===== src/rtl/core/assert_macros.svh =====
// Assertion macros for the RTL file that carries checks.
`ifndef ASSERT_MACROS_SVH
`define ASSERT_MACROS_SVH

// Same-cycle implication, disabled while reset is high.
`define ASSERT_IMPLIES(label, clk, rst, ante, cons) \
  label: assert property (@(posedge clk) disable iff (rst) (ante) |-> (cons)) \
    else $error("assertion failed");

// Next-cycle implication, disabled while reset is high.
`define ASSERT_NEXT(label, clk, rst, ante, cons) \
  label: assert property (@(posedge clk) disable iff (rst) (ante) |=> (cons)) \
    else $error("assertion failed");

`endif


===== src/rtl/core/dfa_pkg.sv =====
// Types and constants of the table-driven automaton matcher.
package dfa_pkg;

  localparam int NUM_STATES    = 64;
  localparam int ALPHABET_SIZE = 256;
  localparam int STATE_W       = $clog2(NUM_STATES);
  localparam int SYM_W         = 8;
  localparam int ADDR_W        = STATE_W + $clog2(ALPHABET_SIZE);
  localparam int MEM_DEPTH     = NUM_STATES * ALPHABET_SIZE;
  localparam int RES_DEPTH     = 3;
  localparam int RES_PTR_W     = $clog2(RES_DEPTH);
  localparam int RES_CNT_W     = $clog2(RES_DEPTH + 1);

  localparam logic [SYM_W-1:0] QUOTE_BYTE = 8'h22;

  typedef enum logic [1:0] {
    REQ_TRANS  = 2'd0,
    REQ_ACCEPT = 2'd1,
    REQ_CHAR   = 2'd2,
    REQ_EOS    = 2'd3
  } req_type_t;

  typedef struct packed {
    req_type_t          req_type;
    logic [STATE_W-1:0] state_index;
    logic [SYM_W-1:0]   symbol;
    logic [STATE_W-1:0] next_state;
    logic               flag;
  } req_t;

  typedef struct packed {
    logic               accepted;
    logic               missing_transition;
    logic [STATE_W-1:0] final_state;
  } res_t;

  typedef struct packed {
    logic               valid;
    logic [STATE_W-1:0] next_state;
  } trans_entry_t;

  typedef struct packed {
    logic              en;
    logic [ADDR_W-1:0] addr;
  } mem_rd_t;

  typedef struct packed {
    logic              en;
    logic [ADDR_W-1:0] addr;
    trans_entry_t      data;
  } mem_wr_t;

endpackage


===== src/rtl/core/dfa_res_buf.sv =====
// Three-entry result queue that decouples result delivery from the input side.
module dfa_res_buf
  import dfa_pkg::*;
(
  input  logic clk,
  input  logic rst,
  input  logic push,
  input  res_t push_item,
  output logic full,
  output logic res_valid,
  input  logic res_stall,
  output res_t res
);

  logic [RES_CNT_W-1:0] count;
  logic [RES_CNT_W-1:0] count_next;
  logic [RES_PTR_W-1:0] wr_ptr;
  logic [RES_PTR_W-1:0] rd_ptr;
  res_t                 slots [RES_DEPTH];
  logic                 pop;

  assign pop       = res_valid && !res_stall;
  assign res_valid = (count != '0);
  assign res       = slots[rd_ptr];
  // An end-of-string item accepted now is registered in pend before it is pushed,
  // so a push already on its way takes up space as well.
  assign full      = (count == RES_CNT_W'(RES_DEPTH)) ||
                     (push && count == RES_CNT_W'(RES_DEPTH - 1));

  always_comb begin
    count_next = count;
    if (push && !pop) begin
      count_next = count + 1'b1;
    end else if (pop && !push) begin
      count_next = count - 1'b1;
    end
  end

  always_ff @(posedge clk) begin
    if (rst) begin
      count  <= '0;
      wr_ptr <= '0;
      rd_ptr <= '0;
    end else begin
      count <= count_next;
      if (push) begin
        wr_ptr <= (wr_ptr == RES_PTR_W'(RES_DEPTH - 1)) ? '0 : wr_ptr + 1'b1;
      end
      if (pop) begin
        rd_ptr <= (rd_ptr == RES_PTR_W'(RES_DEPTH - 1)) ? '0 : rd_ptr + 1'b1;
      end
    end
  end

  always_ff @(posedge clk) begin
    if (push) begin
      slots[wr_ptr] <= push_item;
    end
  end

endmodule


===== config.mk =====
export PLATFORM = sky130hd
export DESIGN_NAME = dfa_res_buf
export DESIGN_NICKNAME = d
export VERILOG_FILES = /design/src/rtl/core/assert_macros.svh /design/src/rtl/core/dfa_pkg.sv /design/src/rtl/core/dfa_res_buf.sv
export SDC_FILE = /design/constraint.sdc
export NUM_CORES = 1
export LEC_CHECK = 0
export ABC_CLOCK_PERIOD_IN_PS = 1980
export BUFFER_PORTS_ARGS = -buffer_cell sky130_fd_sc_hd__clkbuf_2
export CELL_PAD_IN_SITES_DETAIL_PLACEMENT = 1
export CELL_PAD_IN_SITES_GLOBAL_PLACEMENT = 1
export CORE_MARGIN = 10
export CORE_UTILIZATION = 43
export DETAILED_ROUTE_END_ITERATION = 8
export PLACE_DENSITY = 0.74
export SLEW_MARGIN = 15
export SYNTH_ARGS = -nofsm -noshare
export SYNTH_HDL_FRONTEND = slang
export SYNTH_SLANG_ARGS = --single-unit

===== constraint.sdc =====
create_clock -name clk -period 1.98 [get_ports clk]
set_input_delay 0.396 -clock clk [delete_from_list [all_inputs] [get_ports clk]]
set_output_delay 0.396 -clock clk [all_outputs]
set_load 0.01 [all_outputs]

=== After elaboration in Yosys (flattened, before gate mapping) ===
Memories as Yosys holds them, arrays and structs flattened. A register that Yosys moved wholly into a read port is not among the register bits.
Cells that the tools add are included.

* Add/sub/neg operators: 4
* Equal/unequal tests: 4
* Reduce and logical (&&, ||, !) cells: 10
* Multiplexer cells: 8

{| class="wikitable"
|+ Operator list
! operator !! count
|-
| 2-bit two-way mux || 6
|-
| 2-bit equality test, second input constant || 4
|-
| 2-bit by 1-bit adder with 2-bit output, second input constant || 3
|-
| 1-bit logical AND || 4
|-
| 2-bit nonzero test || 2
|-
| 1-bit logical NOT || 3
|-
| 1-bit two-way mux || 2
|-
| 2-bit by 1-bit subtractor with 2-bit output, second input constant || 1
|-
| 1-bit logical OR || 1
|}

* Input port bits: 12
* Memories: 1
* RAM bits: 24
* Logic and storage cells: 30
* Register bits: 6
* Output and inout port bits: 10

{| class="wikitable"
|+ Memory list
! memory !! words !! bits a word !! read ports !! clocked after Yosys merged registers in !! wr ports !! line !! text
|-
| slots || 3 || 8 || 1 || 1 || 1 || dfa_res_buf.sv:19 || <nowiki>res_t slots [RES_DEPTH];</nowiki>
|}

=== Logic depth before layout (Yosys ltp) ===
Gate-level depths: netlist (run 1).

* Word-level depth: 5
* Mapped depth: 5
* Mapped depth without buffers: 5

=== Least setup slack after synthesis (run 1) ===
No wires, ideal clock.

* Path kind: input to register
* From: input push
* To: memory slots[0][0] (netlist name), enable pin
* Buffers on the path: 0
* Library setup time: 0.386 ns
* Cell stages on the path: 2
* Data arrival time: 1.111 ns
* Required time: 1.594 ns
* Setup slack: 0.483 ns
* Cells stage by stage: inv_1 > nor3_1

* Cells in the longest elaborated chain, start to end: 2

{| class="wikitable"
|+ Ends and longest elaborated chain
! element !! line !! text
|-
| start: declaration || dfa_res_buf.sv:7 || <nowiki>input logic push,</nowiki>
|-
| 1-bit two-way mux || dfa_res_buf.sv:56 || <nowiki>if (push) begin</nowiki>
|-
| 1-bit two-way mux (implied by the code) || dfa_res_buf.sv:57 || <nowiki>slots[wr_ptr] <= push_item;</nowiki>
|-
| end: declaration || dfa_res_buf.sv:19 ||
|}

Every way passes these cells.

==> out/qor.yml, run 1 <==
status:
  status: "finished, final reports clean"
synth:
  synthCells: 83
  synth_commonest_cells: "edfxtp_1, nand2_1, mux2i_1, o21ai_0, dfxtp_1"
  syn_area_um2: 1200
  yosysTopAreaCell: "edfxtp_1"
  yosysWarnings: 0
  synth_edf_count: 24
  synth_flop_cell: "edfxtp_1"
  async_flop_share_pct: 0
  syn_area_per_cell_um2: 14.5
  ys_types: 21
  synth-seq-cells: 32
  ys_seq_area_share_pct: 73.2
  yosysTopAreaCellShare_pct: 59.9
  synth_nets: 96
  synthMostInstantiatedCell: "edfxtp_1"
  synth.area.top_cells: "edfxtp_1, dfxtp_1, mux2i_1, o21ai_0, nand2_1"
setup_path:
  worst_r2r_path_depth: 4
  worstSetupPathDepth: 3
  cp-start-kind: "flip-flop"
  crit_type: "flip-flop to output pin"
  cp_cell_sequence: "nand2_1 -> o21ai_0 -> clkbuf_2"
  critical_path_buf_inv_count: 1
  crit_path_end_kind: "output pin"
  cp_slowest_stage_delay_ps: 630
  worst-endpoint-arrival_ps: 1370
  cp.required_ps: 1580
  path_max_fanout: 16
  r2r_slack_ps: 520
  crit_family: "flip-flops"
  slowest_stage: "dfxtp_1"
worst_hold_path:
  hold_class: "input pin to flip-flop"
  whs_path_depth: 1
pwr:
  swShare_pct: 29.8
  power.density_nw_per_um2: 1100
  vdd_drop_max_uv: 903
  p_sw_w: 0.000462
  power.internal_w: 0.00109
  comb_power_share_pct: 22.4
  clockPowerShare_pct: 21.7
  p_leak_nw: 0.536
  pwr-share-seq_pct: 55.9
sta:
  fin_worst_skew_ps: 6.20
  period_share_pct: 89.1
  worst_slack_ps: 216
  timing.final.hold_violations: 0
  tightest_slew_ps: 487
  fmax_ghz: 0.567
  whs_ps: 265
  setup_viol: 0
  layout_min_cycle_time_ps: 1760
  tns_ps: 0
  slew_violations: 0
  max-slew-margin-rel_pct: 67.5
  rsz0062_at_grt: "no"
global_routing:
  grt_pass1_wl_um: 3950
  grt-busiest-layer: "met2"
  grt_use_met3_pct: 5.17
  first_global_vias: 816
  grt_max_degree: 17
  antenna_found_initial: 0
  grt_usage_pct: 10.1
  use_met1_pct: 9.62
  met2_usage_pct: 17.2
  overflow: 0
route:
  drtPass1Iterations: 4
  ant_nets: 0
  dr_total_vias: 725
  wire_per_inst_um: 16.4
  via_per_inst: 5.07
  drt-total-wl_um: 2350
  drt_iter0_markers: 25
  drc_errors: 0
die:
  die_area_um2: 5320
  rows: 19
  fp.coreArea_um2: 2710
  initial_utilization_pct: 44.4
  io_pins: 22
  fp.dieH_um: 72.9
  die_w_um: 72.9
final_layout:
  drive_above_1_share_pct: 30.4
  fillerInstances: 297
  area_growth_pct: 16.8
  diodes: 0
  utilization_pct: 51.9
  nets: 124
clocking:
  path_clk_slew_ps: 90
  cts_sinks: 32
  cts_max_level: 2
  postCtsSetupBuffers: 0
  insertion_delay_ps: 330
  cts_tree: "built"
  cts_buffer_depth: 2
  cts_made_buffers: 5
  cts_resized: 0
  cts_root_buffer: "clkbuf_4"
  cts_hold_buf: 0
flow_run:
  maxCapViolCount: 0
placement:
  io_buffers: 21
  dp_hpwl_um: 1790
  gp_congestion: 0.668
  pre_cts_slack_ps: 395
-- power by group through the flow --
stage | clock, W | sequential (W) | combinational [W]
5_1_grt | 0.000385 | 0.000879 | 0.000393
6_report | 0.000335 | 0.000866 | 0.000348
4_1_cts | 0.000351 | 0.000866 | 0.000357
3_5_place_dp | 0 | 0.000881 | 0.000354
3_3_place_gp | 0 | 0.000876 | 0.000333
2_1_floorplan | 0 | 0.000836 | 0.000253
-- state kept, by name (all words and copies together) (netlist names), named ones only --
register and count:
rd_ptr 2, wr_ptr 2, count 2, slots 24
-- placed cells by master, fill, tap and decap left out, drive strengths merged, types with 2 or more instances in the layout --
cell type / count
nor2b: 2
mux2i: 9
clkinv: 3
o21ai: 9
buf: 2
dfxtp: 8
edfxtp: 24
xor2: 2
or3: 2
a21oi: 3
nand2: 10
clkbuf: 26
nor2: 4
-- worst reg2reg max path, stage by stage (launching register included) --
cell and delay [ps]:
dfxtp_1 360, o21bai_2 240, ha_1 310, or3_1 350
a21oi_1 130
-- path summary, 6_finish.rpt --
path | startpoint | end
worst max register to register | count[1] | count[1]
worst max-delay path | flip-flop | res[1]
worst min-delay path | push_item[1] | slots[1][1]
worst min register to register | rd_ptr[0] | flip-flop
-- kinds of logic (layout without fill, tap and decap cells) --
group | after synthesis | count (layout) | synth area share [%]
compound gates | 15 | 15 | 7.69
xor+xnor | 2 | 2 | 1.46
fa+ha+maj | 1 | 1 | 1.04
buf+inv | 3 | 32 | 1.04
flops | 32 | 32 | 73.2
mux | 9 | 9 | 7.48
simple gates | 21 | 21 | 8.11
-- layer usage --
| metal | up-vias | part of all wire (%) |
|---|---|---|
| met5 | - | 0 |
| met4 | 0 | 2.4 |
| met3 | 6 | 6.6 |
| met2 | 18 | 55 |
| met1 | 345 | 36 |
| li1 | 356 | - |
-- through the flow --
step,instances,area [um^2],power (W)
6_report,143,1410,0.00155
5_1_grt,143,1410,0.00166
4_1_cts,143,1410,0.00157
3_5_place_dp,135,1350,0.00124
3_3_place_gp,135,1350,0.00121
2_1_floorplan,83,1200,0.00109
-- cell type report --
class | count | area, um^2 | area share (%)
multi-input cells | 48 | 310 | 22.1
clock buffers | 5 | 37.5 | 2.67
inverters | 1 | 3.75 | 0.267
clock inverters | 3 | 13.8 | 0.979
flip-flops and latches | 32 | 882 | 62.7
repair buffers | 23 | 120 | 8.54
well taps | 31 | 38.8 | 2.76
Power figures use the tool's default switching activity.
==> inputs of run 2 (changes only) <==
--- a/config.mk
+++ b/config.mk
@@ -10,9 +10,11 @@
 export CELL_PAD_IN_SITES_DETAIL_PLACEMENT = 1
 export CELL_PAD_IN_SITES_GLOBAL_PLACEMENT = 1
 export CORE_MARGIN = 10
-export CORE_UTILIZATION = 43
+export CORE_UTILIZATION = 40
+export CTS_BUF_LIST = sky130_fd_sc_hd__clkbuf_4
 export DETAILED_ROUTE_END_ITERATION = 8
-export PLACE_DENSITY = 0.74
+export HOLD_SLACK_MARGIN = 0.1
+export PLACE_DENSITY = 0.69
 export SLEW_MARGIN = 15
 export SYNTH_ARGS = -nofsm -noshare
 export SYNTH_HDL_FRONTEND = slang
==> run 2 against run 1 <==
Count of clock-buffer cells in the layout is 1 higher; die area is 5.4% higher; sequential share of layout area is 0.39 points lower; power hardly changed; via count is 0.41% lower; fmax is 2.9% higher; global-route usage is 1.4 points lower; clock power is 2% higher; largest power group unchanged; highest routed layer unchanged.
==> out/qor.yml, run 2 (synthesized netlist as in run 1, its figures left out) <==
clocking:
  cts_max_level: 2  # unchanged
  cts_buffer_depth: 2  # unchanged
  path_clk_slew_ps: 100  # was 90 ps
  cts_made_buffers: 5  # unchanged
  cts_sinks: 32  # unchanged
  insertion_delay_ps: 320  # was 330 ps
  cts_root_buffer: "clkbuf_4"  # unchanged
  cts_tree: "built"  # unchanged
route:
  drc_errors: 0  # unchanged
  drtPass1Iterations: 4  # unchanged
  via_per_inst: 5.01  # was 5.07
  wire_per_inst_um: 15.7  # was 16.4 um
  dr_total_vias: 722  # was 725
  ant_nets: 0  # unchanged
  drt-total-wl_um: 2270  # was 2350 um
  drt_iter0_markers: 59  # was 25
placement:
  gp_congestion: 0.761  # was 0.668
  dp_hpwl_um: 1670  # was 1790 um
  io_buffers: 21  # unchanged
sta:
  tightest_slew_ps: 511  # was 487 ps
  layout_min_cycle_time_ps: 1710  # was 1760 ps
  fmax_ghz: 0.583  # was 0.567 GHz
  whs_ps: 278  # was 265 ps
  tns_ps: 0  # unchanged
  setup_viol: 0  # unchanged
  period_share_pct: 86.6  # was 89.1%
  timing.final.hold_violations: 0  # unchanged
  fin_worst_skew_ps: 10.3  # was 6.20 ps
  rsz0062_at_grt: "no"  # unchanged
  slew_violations: 0  # unchanged
  max-slew-margin-rel_pct: 65.9  # was 67.5%
global_routing:
  first_global_vias: 749  # was 816
  grt_usage_pct: 8.73  # was 10.1%
  grt_max_degree: 17  # unchanged
  overflow: 0  # unchanged
  antenna_found_initial: 0  # unchanged
  grt_pass1_wl_um: 3620  # was 3950 um
setup_path:
  timing.rr.end: "count[1]"  # unchanged
  slowest_stage: "dfxtp_1"  # unchanged
  crit_type: "flip-flop to output pin"  # unchanged
  cp.required_ps: 1580  # about the same
  worst_r2r_path_depth: 4  # unchanged
  cp_slowest_stage_delay_ps: 650  # was 630 ps
  crit_family: "flip-flops"  # unchanged
  r2r_slack_ps: 550  # was 520 ps
  cp-start-kind: "flip-flop"  # unchanged
  crit_path_end_kind: "output pin"  # unchanged
  cp_cell_sequence: "nand2_1 -> o21ai_0 -> clkbuf_2"  # unchanged
  critical_path_buf_inv_count: 1  # unchanged
  worst-endpoint-arrival_ps: 1320  # was 1370 ps
  r2r_start: "count[0]"  # was count[1]
  path_max_fanout: 16  # unchanged
flow_run:
  maxCapViolCount: 0  # unchanged
pwr:
  power.density_nw_per_um2: 1090  # was 1100 nW/um^2
  p_leak_nw: 0.540  # was 0.536 nW
  vdd_drop_max_uv: 538  # was 903 uV
  power_w: 0.00155  # about the same
final_layout:
  mostFrequentLayoutCells: "edfxtp_1, clkbuf_2, nand2_1, mux2i_1, o21ai_0"  # unchanged
  drive_above_1_share_pct: 30.1  # was 30.4%
  utilization_pct: 50.4  # was 51.9%
  nets: 125  # was 124
  largest-register: "slots"  # unchanged
  area_growth_pct: 17.6  # was 16.8%
  largest_reg_flops: 24  # unchanged
  layout_commonest_cell: "edfxtp_1"  # unchanged
  diodes: 0  # unchanged
die:
  fp.dieH_um: 74.9  # was 72.9 um
  rows: 19  # unchanged
  fp.coreArea_um2: 2810  # was 2710 um^2
  initial_utilization_pct: 42.9  # was 44.4%
  die_area_um2: 5600  # was 5320 um^2
  die_w_um: 74.9  # was 72.9 um
  io_pins: 22  # unchanged
worst_hold_path:
  whs_path_depth: 1  # unchanged
  min_from: "push_item[2]"  # was push_item[1]
  hold_class: "input pin to flip-flop"  # unchanged
  hold_path_end: "slots[0][2]"  # was slots[1][1]
status:
  status: "finished, final reports clean"  # unchanged
## run 2: changes by cell type in the layout (fill, tap and decap cells not counted)
cell,before,now
clkbuf_4,5,6
clkinv_2,2,0
clkinv_1,1,2
buf_4,2,3
## run 2: how the worst max path moves through the flow
stage,from,to,slack (ps),cells after the start
after global placement,res_stall,count[1],440,5
after floorplan,push,slots[0][0],480,2
after global routing,flip-flop,res[3],110,3
after detailed placement,res_stall,count[1],410,5
after CTS,flip-flop,res[2],100,3
final,flip-flop,res[5],270,3
## run 2: layout make-up
type | instances | area (um^2)
clock buffers | 6 | 45.0
fillers | 293 | 1390
repair buffers | 24 | 128
multi-input cells | 48 | 310
inverters | 1 | 3.75
well taps | 31 | 38.8
flip-flops and latches | 32 | 882
clock inverters | 2 | 7.51
## run 2: report_power, final
part	switching (W)	internal (W)	leakage, nW	total, W
clock network	0.000197	0.000145	0.0307	0.000342
registers	0.0000788	0.000787	0.288	0.000866
logic	0.000170	0.000172	0.221	0.000342
total	0.000446	0.00110	0.540	0.00155
## run 2: worst reg2reg max path, cell delays in order, from the launching register on
cell and delay (ps):
dfxtp_1 370, o21bai_2 220, ha_1 300, or3_1 350, a21oi_1 140
## run 2: per-layer routing
metal / share of wire (%) / global-route usage, % / vias up
met2: 50 / 14.3 / 12
met1: 44 / 9.75 / 344
met3: 4.4 / 3.29 / 5
met4: 1.5 / 4.41 / 0
met5: 0 / 0 / -
li1: - / - / 361
## run 2: timing repair
action | in CTS | in global routing
setup endpoints to repair | 0 | 1
buffers inserted | 0 | 0
gates resized for setup | 0 | 1
hold buffers | 0 | 0
## run 2: stage by stage
| step | std cells | setup WS (ps) | area, um^2 |
|---|---|---|---|
| finish | 144 | 266 | 1420 |
| CTS | 144 | 95.8 | 1410 |
| detailed placement | 136 | 414 | 1360 |
| global placement | 136 | 438 | 1360 |
| global route | 144 | 114 | 1420 |
| floorplan | 83 | 483 | 1200 |
