[config.mk]
export PLATFORM = sky130hd
export DESIGN_NAME = dfa_step
export DESIGN_NICKNAME = d
export VERILOG_FILES = /design/src/rtl/core/assert_macros.svh /design/src/rtl/core/dfa_pkg.sv /design/src/rtl/core/dfa_step.sv
export SDC_FILE = /design/constraint.sdc
export NUM_CORES = 1
export LEC_CHECK = 0
export ABC_AREA = 1
export BUFFER_PORTS_ARGS = -buffer_cell sky130_fd_sc_hd__buf_2
export CORE_MARGIN = 4
export CORE_UTILIZATION = 50
export CTS_BUF_LIST = sky130_fd_sc_hd__clkbuf_16
export DETAILED_ROUTE_END_ITERATION = 10
export GPL_ROUTABILITY_DRIVEN = 0
export PLACE_DENSITY_LB_ADDON = 0.12
export RECOVER_POWER = 50
export SLEW_MARGIN = 20
export SYNTH_ARGS = -nofsm -noshare
export SYNTH_HDL_FRONTEND = slang
export SYNTH_SLANG_ARGS = --single-unit
export TNS_END_PERCENT = 1
[constraint.sdc]
create_clock -name clk -period 3.2 [get_ports clk]
set_clock_uncertainty 0.2 [all_clocks]
set_input_delay 0.64 -clock clk [delete_from_list [all_inputs] [get_ports clk]]
set_output_delay 0.64 -clock clk [all_outputs]
set_load 0.03 [all_outputs]
[src/rtl/core/assert_macros.svh]
// Assertion macros for the RTL file that carries checks.
`ifndef ASSERT_MACROS_SVH
`define ASSERT_MACROS_SVH

// Same-cycle implication, disabled while reset is high.
`define ASSERT_IMPLIES(label, clk, rst, ante, cons) \
  label: assert property (@(posedge clk) disable iff (rst) (ante) |-> (cons)) \
    else $error("assertion failed");

// Next-cycle implication, disabled while reset is high.
`define ASSERT_NEXT(label, clk, rst, ante, cons) \
  label: assert property (@(posedge clk) disable iff (rst) (ante) |=> (cons)) \
    else $error("assertion failed");

`endif

[src/rtl/core/dfa_pkg.sv]
// Types and constants of the table-driven automaton matcher.
package dfa_pkg;

  localparam int NUM_STATES    = 64;
  localparam int ALPHABET_SIZE = 256;
  localparam int STATE_W       = $clog2(NUM_STATES);
  localparam int SYM_W         = 8;
  localparam int ADDR_W        = STATE_W + $clog2(ALPHABET_SIZE);
  localparam int MEM_DEPTH     = NUM_STATES * ALPHABET_SIZE;
  localparam int RES_DEPTH     = 3;
  localparam int RES_PTR_W     = $clog2(RES_DEPTH);
  localparam int RES_CNT_W     = $clog2(RES_DEPTH + 1);

  localparam logic [SYM_W-1:0] QUOTE_BYTE = 8'h22;

  typedef enum logic [1:0] {
    REQ_TRANS  = 2'd0,
    REQ_ACCEPT = 2'd1,
    REQ_CHAR   = 2'd2,
    REQ_EOS    = 2'd3
  } req_type_t;

  typedef struct packed {
    req_type_t          req_type;
    logic [STATE_W-1:0] state_index;
    logic [SYM_W-1:0]   symbol;
    logic [STATE_W-1:0] next_state;
    logic               flag;
  } req_t;

  typedef struct packed {
    logic               accepted;
    logic               missing_transition;
    logic [STATE_W-1:0] final_state;
  } res_t;

  typedef struct packed {
    logic               valid;
    logic [STATE_W-1:0] next_state;
  } trans_entry_t;

  typedef struct packed {
    logic              en;
    logic [ADDR_W-1:0] addr;
  } mem_rd_t;

  typedef struct packed {
    logic              en;
    logic [ADDR_W-1:0] addr;
    trans_entry_t      data;
  } mem_wr_t;

endpackage

[src/rtl/core/dfa_step.sv]
// Matcher state, accepting flags and the per-item table read and write control.
module dfa_step
  import dfa_pkg::*;
(
  input  logic               clk,
  input  logic               rst,
  input  logic               clearing,
  input  logic               item_acc,
  input  req_t               item,
  input  logic [STATE_W-1:0] start_state,
  input  trans_entry_t       rd_data,
  output mem_rd_t            rd,
  output mem_wr_t            wr,
  output logic               res_push,
  output res_t               res_item
);

  logic [STATE_W-1:0] cur_state;
  logic [STATE_W-1:0] cur_state_next;
  logic               miss_seen;
  logic               miss_seen_next;
  logic               lookup;
  logic               lookup_next;
  logic               acc_mem [NUM_STATES];
  logic               acc_rd;
  logic [STATE_W-1:0] clr_index;
  logic               eos_acc;
  logic               pend;
  logic               pend_miss;
  logic [STATE_W-1:0] pend_state;
  logic [STATE_W-1:0] res_state;
  logic               res_miss;

  // The table entry read for the previous character is forwarded here.
  always_comb begin
    res_state = cur_state;
    res_miss  = miss_seen;
    if (lookup) begin
      if (rd_data.valid) begin
        res_state = rd_data.next_state;
      end else begin
        res_miss = 1'b1;
      end
    end
  end

  always_comb begin
    cur_state_next = res_state;
    miss_seen_next = res_miss;
    lookup_next    = 1'b0;
    rd             = '0;
    wr             = '0;
    eos_acc        = 1'b0;
    if (item_acc) begin
      case (item.req_type)
        REQ_TRANS: begin
          wr.en              = 1'b1;
          wr.addr            = {item.state_index, item.symbol};
          wr.data.valid      = item.flag;
          wr.data.next_state = item.next_state;
        end
        REQ_CHAR: begin
          if (item.symbol != QUOTE_BYTE && !res_miss) begin
            rd.en       = 1'b1;
            rd.addr     = {res_state, item.symbol};
            lookup_next = 1'b1;
          end
        end
        REQ_EOS: begin
          eos_acc        = 1'b1;
          cur_state_next = start_state;
          miss_seen_next = 1'b0;
        end
        default: begin
        end
      endcase
    end
  end

  always_ff @(posedge clk) begin
    if (clearing) begin
      acc_mem[clr_index] <= 1'b0;
    end else if (item_acc && item.req_type == REQ_ACCEPT) begin
      acc_mem[item.state_index] <= item.flag;
    end
  end

  always_ff @(posedge clk) begin
    if (eos_acc) begin
      acc_rd <= acc_mem[res_state];
    end
  end

  assign res_push                    = pend;
  assign res_item.accepted           = !pend_miss && acc_rd;
  assign res_item.missing_transition = pend_miss;
  assign res_item.final_state        = pend_state;

  always_ff @(posedge clk) begin
    if (rst) begin
      cur_state <= '0;
      miss_seen <= 1'b0;
      lookup    <= 1'b0;
      clr_index <= '0;
      pend      <= 1'b0;
    end else begin
      cur_state <= cur_state_next;
      miss_seen <= miss_seen_next;
      lookup    <= lookup_next;
      pend      <= eos_acc;
      if (clearing) begin
        clr_index <= clr_index + 1'b1;
      end
      if (eos_acc) begin
        pend_miss  <= res_miss;
        pend_state <= res_state;
      end
    end
  end

endmodule

### After elaboration in Yosys (flattened, before gate mapping)

Memory sizes are Yosys's and may differ from the RTL's. A register that Yosys moved wholly into a read port is not among the register bits.
Index checks and enable logic that the tools add are counted.

* flip-flop bits (word level): 22
* latch bits: 0
* bits in writable memories: 64
* memory bits (read-only): 0
* output and inout bits: 46
* logic and storage cells: 49
* memories kept: 1

* add/sub/neg operators: 1
* $mul: 0
* div/mod/pow operators: 0
* magnitude comparators: 0
* eq/ne operators: 4
* shifts and indexed selects: 0
* mux-type cells: 24
* bitwise gates (word level): 3
* reduce and logical (&&, ||, !) cells: 9

Memories
* acc_mem: depth 64, width 1, rd ports 1, clocked after memory_dff 1, wr ports 1, line dfa_step.sv:24 `logic acc_mem [NUM_STATES];`

Operators by type and width (number)
* 15-bit 2-to-1 mux: 3
* 22-bit 2-to-1 mux: 2
* 6-bit 2-to-1 mux: 5
* 1-bit 2-to-1 mux: 14
* 8-bit by 6-bit != test with 1-bit output (second input constant): 1
* 6-bit by 1-bit adder with 6-bit output (second input constant): 1
* 2-bit == test (second input constant): 2
* 1-bit logical AND: 3
* 1-bit NOT: 3
* 3-bit OR reduction: 1
* 2-bit by 1-bit == test with 1-bit output (second input constant): 1
* 1-bit logical NOT: 2
* 2-bit logical NOT: 1
* 2-bit AND reduction: 1
* 1-bit OR reduction: 1

### Depth between registers and ports, before layout

Gate-level depths: netlist (run 1).

* word-level depth: 7
* mapped depth: 13
* mapped depth without buffers: 11

### Worst setup path before layout (run 1)

Ideal clock, no wire load.

* kind: input to register
* start: input item[22] in the netlist's numbering
* end: memory acc_mem[0], data pin
* setup time: 0.500 ns
* arrival: 2.530 ns
* data required time: 2.500 ns
* path slack: -0.030 ns
* stages on the path: 4
* path through: inv_1 -> nand4_2 -> buf_6 -> nor2_1

* word-level cells in the longest chain between the ends: 7

Ends and longest elaborated chain
* from (decl): line dfa_step.sv:9 `input req_t item,`
* 2-bit by 1-bit == test with 1-bit output: line dfa_step.sv:83 `end else if (item_acc && item.req_type == REQ_ACCEPT) begin`
* 1-bit logical AND: line dfa_step.sv:83
* 1-bit 2-to-1 mux: line dfa_step.sv:83
* 1-bit 2-to-1 mux: line dfa_step.sv:81 `if (clearing) begin`
* 1-bit 2-to-1 mux (not written as such): line dfa_step.sv:84 `acc_mem[item.state_index] <= item.flag;`
* 1-bit OR reduction (no line)
* 1-bit 2-to-1 mux (no line)
* to (decl): line dfa_step.sv:24

Every way passes these cells.

### Final worst setup path (run 1)

* start: input rd_data[6] in the netlist's numbering
* end: register acc_rd (read register of acc_mem), data pin

* word-level cells in the longest chain between the ends: 2

Ends and longest elaborated chain
* from (decl): line dfa_step.sv:11 `input trans_entry_t rd_data,`
* 6-bit 2-to-1 mux: line dfa_step.sv:39 `if (rd_data.valid) begin`
* 6-bit 2-to-1 mux: line dfa_step.sv:38 `if (lookup) begin`
* to (decl): line dfa_step.sv:25 `logic acc_rd;`

Every way passes these cells.
A chain may end at the register's enable or synchronous reset.

==> results of run 1 <==
[per-stage QoR]
| stage | utilization, % | instances |
|---|---|---|
| after global placement | 59.76 | 723 |
| after detailed placement | 59.76 | 723 |
| final | 63.02 | 739 |
| after floorplan | - | 533 |
| after global routing | 63.02 | 739 |
| after CTS | 63.38 | 739 |
[routing by layer]
| layer | global-route usage, % | wire length, um | up-vias |
|---|---|---|---|
| met5 | 0 | 0 | - |
| met4 | 7.873 | 189 | 0 |
| met3 | 2.824 | 767 | 21 |
| met2 | 37.63 | 5395 | 142 |
| met1 | 29.76 | 4810 | 1779 |
| li1 | - | - | 1911 |
[cell type report]
class / count / area, um^2 / area share (%)
tap: 105 / 131.4 / 2.487
multi-input combinational: 334 / 1496 / 28.33
timing repair buffer: 101 / 528.0 / 9.995
clock buffer: 9 / 225.2 / 4.263
clock inverter: 7 / 78.83 / 1.492
sequential: 87 / 2462 / 46.61
inverter: 96 / 360.3 / 6.821
[flip-flops by register name, summed over array words and instances, names as in the netlist]
name and count:
clr_index 6, pend_miss 1, pend_state 6, res_push 1, cur_state 6, acc_rd 1
lookup 1, acc_mem 64, miss_seen 1
[cells in the mapped netlist, drive strengths merged]
library cell,count
nor2,107
nand2,104
inv,95
edfxtp,72
nand3,68
o21ai,20
dfxtp,15
buf,11
nand4,10
nor4,10
nand3b,8
clkbuf,5
a21oi,4
clkinv,1
ha,1
nor3,1
nor3b,1
[power groups by stage]
stage | sequential, mW | clock [mW] | combinational, mW
after floorplan | 1.26 | 0 | 0.160
after global placement | 1.26 | 0 | 0.258
after detailed placement | 1.26 | 0 | 0.262
after CTS | 1.23 | 1.08 | 0.264
after global routing | 1.24 | 1.12 | 0.291
final | 1.23 | 1.07 | 0.263
[how the worst max path moves through the flow]
stage,start,to,slack (ns)
2_1_floorplan,rd_data[6],rd[10],0.62
3_3_place_gp,item[22],acc_mem[43],0.37
3_5_place_dp,item[22],acc_mem[43],0.31
4_1_cts,rd_data[6],rd[8],0.59
5_1_grt,rd_data[6],acc_rd,0.37
6_report,rd_data[6],acc_rd,0.55
[critical path: stages]
cell and delay, ns:
clkbuf_1 0.12, nand2_1 0.28, nand2_1 0.11, nand2_2 0.08, clkbuf_1 0.72, nand3_1 0.18
nand3_1 0.12, nand3_1 0.10, nand3_1 0.13, nand3_1 0.07, nand2_1 0.09
[layout by cell type, fill, tap and decap left out, types with 2 or more instances in the layout]
master     Yosys  layout
nor2_1       107     106
nand2_1      102     102
inv_1         92      92
edfxtp_1      72      72
buf_2          9      72
nand3_1       67      67
clkbuf_1       5      16
dfxtp_1       15      15
o21ai_0       13      14
buf_4          1      11
nor4_1        10      10
nand4_1        9       9
clkbuf_16      0       9
nand3b_1       8       8
a21oi_1        4       4
o21ai_2        4       4
inv_2          3       3
clkinv_4       0       3
nand2_2        2       2
o21ai_1        3       2
inv_6          0       2
[cells by family (layout without fill, tap and decap cells)]
logic type               count (synthesis)  after routing
AO/OA/AOI/OAI                           24             24
adder cells (fa/ha/maj)                  1              1
buffers and inverters                  112            213
flip-flops                              87             87
AND/OR/NAND/NOR                        309            309
==> qor.yml, run 1 <==
syn_nets: 574
grt_pass1_wl_mm: 17.66
synth_xor_area_share_pct: 0
synth_cells: 533
crit_fanout: 17
max_freq_mhz: 376.9
cts_root_buffer: "clkbuf_16"
drt-initial-drc-count: 273
die_h_um: 101.8
clkSlewWorstSetupHoldPaths_ns: 0.06
postRouteAntennaNets: 0
preCtsSetupSlack_ns: 0.3077
placed_cell_area_um2: 5009
synth_seq_area_share_pct: 55.97
rows: 33
post_cts_buffers: 0
min_from: "clr_index[4]"
r2r_slack_ns: 0.63
timing.rr.start: "lookup"
comb_power_share_pct: 10.2
cts_buffer_depth: 2
finalCritPeriodShare_pct: 82.91
pwr-share-seq_pct: 48.0
drt-total-wl_mm: 11.16
slew_headroom_pct: 26.44
rsz0062_at_grt: "no"
switching_share_pct: 25.29
die_x_um: 101.8
ir_worst_vdd_v: 0.0002480
synth_top_family_by_area: "simple AND/OR/NAND/NOR gates"
insertion_delay_ns: 0.34
setup-violations-final: 0
antenna_found_initial: 0
maxCapViolations: 0
viasPerCell: 5.214
arrival_ns: 2.65
vias: 3853
postCtsResizedCells: 0
hold_depth: 1
numCtsBuffers: 9
tns_ns: 0
ys_types: 25
coreArea_um2: 8382
yosys_warnings: 0
switching_power_uw: 650.3
p_leak_nw: 2.458
reg2reg_depth: 10
cts_tree: "done"
synth_compound_area_share_pct: 3.072
io_pins: 86
hold_class: "flop to flop"
crit_path_start_kind: "input pin"
die_area_um2: 10360
drt_pass1_iterations: 5
synth_simple_gate_area_share_pct: 30.60
initial_core_util_pct: 52.49
worst_pin_slew_ns: 1.103
design_area_um2: 5283
power_density_nw_per_um2: 486.8
finalCriticalPeriod_ns: 2.653
dp_hpwl_mm: 7.503
hold_end: "clr_index[4]"
p_clk_share_pct: 41.8
finalPower_mw: 2.571
synth_top_area_share_pct: 49.15
cts_max_level: 3
yosys-mux-area-fraction_pct: 0
syn_area_um2: 4399
status: "completed"
yosys-top-cells-area: "edfxtp_1 49%, nor2_1 9.1%, nand2_1 8.7%, inv_1 7.8%, nand3_1 7.6%"
layout_setup_ws_ns: 0.5468
worst-setup-path-type: "input pin to flop"
io_buffers: 85
grt_pass1_vias: 3616
area_growth_syn_to_layout_pct: 20.08
synth.avg_cell_area_um2: 8.254
grt_max_degree: 65
grt.total_usage_pct: 22.34
fillers: 749
cts_hold_buffers: 0
drive_above_1_share_pct: 17.82
end_kind: "flop"
drc_errors: 0
slew_viol_final: 0
final_nets: 670
finalHoldViolCount: 0
synthAdderAreaFrac_pct: 0.2844
ys_seq_elements: 87
grt_overflow: 0
clock_sinks: 87
wl_per_cell_um: 15.11
netlist.top_cell.by_area: "edfxtp_1"
p_int_mw: 1.921
r2r_end: "acc_rd"
antenna-diode-count: 0
cp.required_ns: 3.20
worst_hold_slack_ns: 0.2506
Power figures use the tool's default switching activity.
==> run 2, diff against run 1 <==
Clock period 3.2 ns to 2.1 ns, I/O delays scaled along.
==> qor.yml, run 2 (same netlist as run 1, synthesis figures left out) <==
status: "completed"
slew_viol_final: 0
drive_above_1_share_pct: 25.15
antenna-diode-count: 0
power_density_nw_per_um2: 696.0
die_area_um2: 10360
worst-setup-path-type: "flop to primary output"
cts_buffer_depth: 2
drt_pass1_iterations: 5
vias: 3999
layout_common_cells: "105 x nor2_1, 101 x nand2_1, 93 x inv_1"
initial_core_util_pct: 52.49
cts_root_buffer: "clkbuf_16"
maxCapViolations: 0
timing.rr.start: "lookup"
finalHoldViolCount: 0
worst_hold_slack_ns: 0.08816
die_h_um: 101.8
worst_pin_slew_ns: 0.7654
wl_per_cell_um: 14.58
grt_max_degree: 65
r2r_end: "acc_rd"
antenna_found_initial: 0
preCtsSetupSlack_ns: -0.1633
crit_fanout: 7
area_growth_syn_to_layout_pct: 30.35
die_x_um: 101.8
slew_headroom_pct: 48.43
postRouteAntennaNets: 0
clkSlewWorstSetupHoldPaths_ns: 0.07
final_common_cell: "nor2_1"
ir_worst_vdd_v: 0.0005310
r2r_slack_ns: 0.15
grt.total_usage_pct: 22.95
cts_max_level: 3
io_pins: 86
grt_pass1_vias: 3830
post_cts_buffers: 0
grt_overflow: 0
cp.required_ns: 1.48
finalCriticalPeriod_ns: 2.062
max_freq_mhz: 484.9
hold_depth: 3
endpoint: "rd[11]"
final_nets: 708
insertion_delay_ns: 0.33
viasPerCell: 5.147
setup-violations-final: 0
finalPower_mw: 3.991
drt-initial-drc-count: 235
fillers: 671
rsz0062_at_grt: "yes"
grt_pass1_wl_mm: 18.44
clock_sinks: 87
critPathLaunch: "lookup"
io_buffers: 85
rows: 33
finalCritPeriodShare_pct: 98.20
layout_setup_ws_ns: 0.03771
cts_tree: "done"
largest_register_ffs: 64
coreArea_um2: 8382
arrival_ns: 1.44
dp_hpwl_mm: 7.725
reg2reg_depth: 11
hold_class: "input pin to flop"
regMostFlops: "acc_mem"
place_inst: 761
numCtsBuffers: 9
p_leak_nw: 2.716
crit_path_start_kind: "flop"
drc_errors: 0
final-instance-count-excl-fill: 777
drt-total-wl_mm: 11.33
end_kind: "primary output"
run 2: changes by cell type in the layout (fill, tap and decap cells not counted), moves of 3 or more:
cell,before,now
clkbuf_1,16,3
o21ai_1,2,5
buf_4,11,58
buf_2,72,69
buf_12,1,6
o21ai_0,14,10
run 2: layout make-up:
type,count,area [um^2],area share [%]
clock buffers,9,225.2,3.928
flip-flops and latches,87,2466,43.01
inverters,96,361.6,6.306
clock inverters,7,81.33,1.418
repair buffers,139,942.2,16.43
well taps,105,131.4,2.291
multi-input cells,334,1526,26.62
run 2: worst min-delay path by stage:
stage              startpoint           end  slack [ns]
6_report       start_state[5]  cur_state[5]        0.09
5_1_grt        start_state[5]  cur_state[5]        0.11
4_1_cts        start_state[0]  cur_state[0]        0.08
3_5_place_dp     clr_index[4]  clr_index[4]        0.24
3_3_place_gp     clr_index[4]  clr_index[4]        0.24
2_1_floorplan    clr_index[4]  clr_index[4]        0.22
run 2: where the power goes:
| part | switching (mW) | internal, mW |
|---|---|---|
| sequential | 0.00838 | 1.87 |
| clock | 0.690 | 0.941 |
| combinational | 0.301 | 0.179 |
run 2: critical path, stage by stage, from the launching register on:
cell	delay [ns]
dfxtp_4	0.37
a21oi_4	0.16
nand4_1	0.12
buf_4	0.18
nor2_1	0.10
buf_4	0.17
run 2: per-layer routing:
metal / track usage, % / part of all wire [%] / vias up / wire length (um)
met5: 0 / 0 / - / 0
li1: - / - / 1985 / -
met3: 3.857 / 7.4 / 23 / 835
met2: 38.33 / 48 / 162 / 5483
met4: 6.953 / 2.1 / 0 / 234
met1: 30.78 / 42 / 1829 / 4777
run 2: metrics by stage:
step | area (um^2) | utilization, % | setup TNS (ns)
finish | 5734 | 68.41 | 0
global route | 5734 | 68.41 | -0.2854
CTS | 5682 | 67.79 | -0.02568
detailed placement | 5361 | 63.96 | -4.223
global placement | 5361 | 63.96 | -3.265
floorplan | 4407 | - | -0.3235
run 2: timing repair:
action	in CTS	in global routing
endpoints found under the setup margin	15	16
cloned	0	0
resized for setup	8	33
hold buffers	0	0
pin swaps	0	1
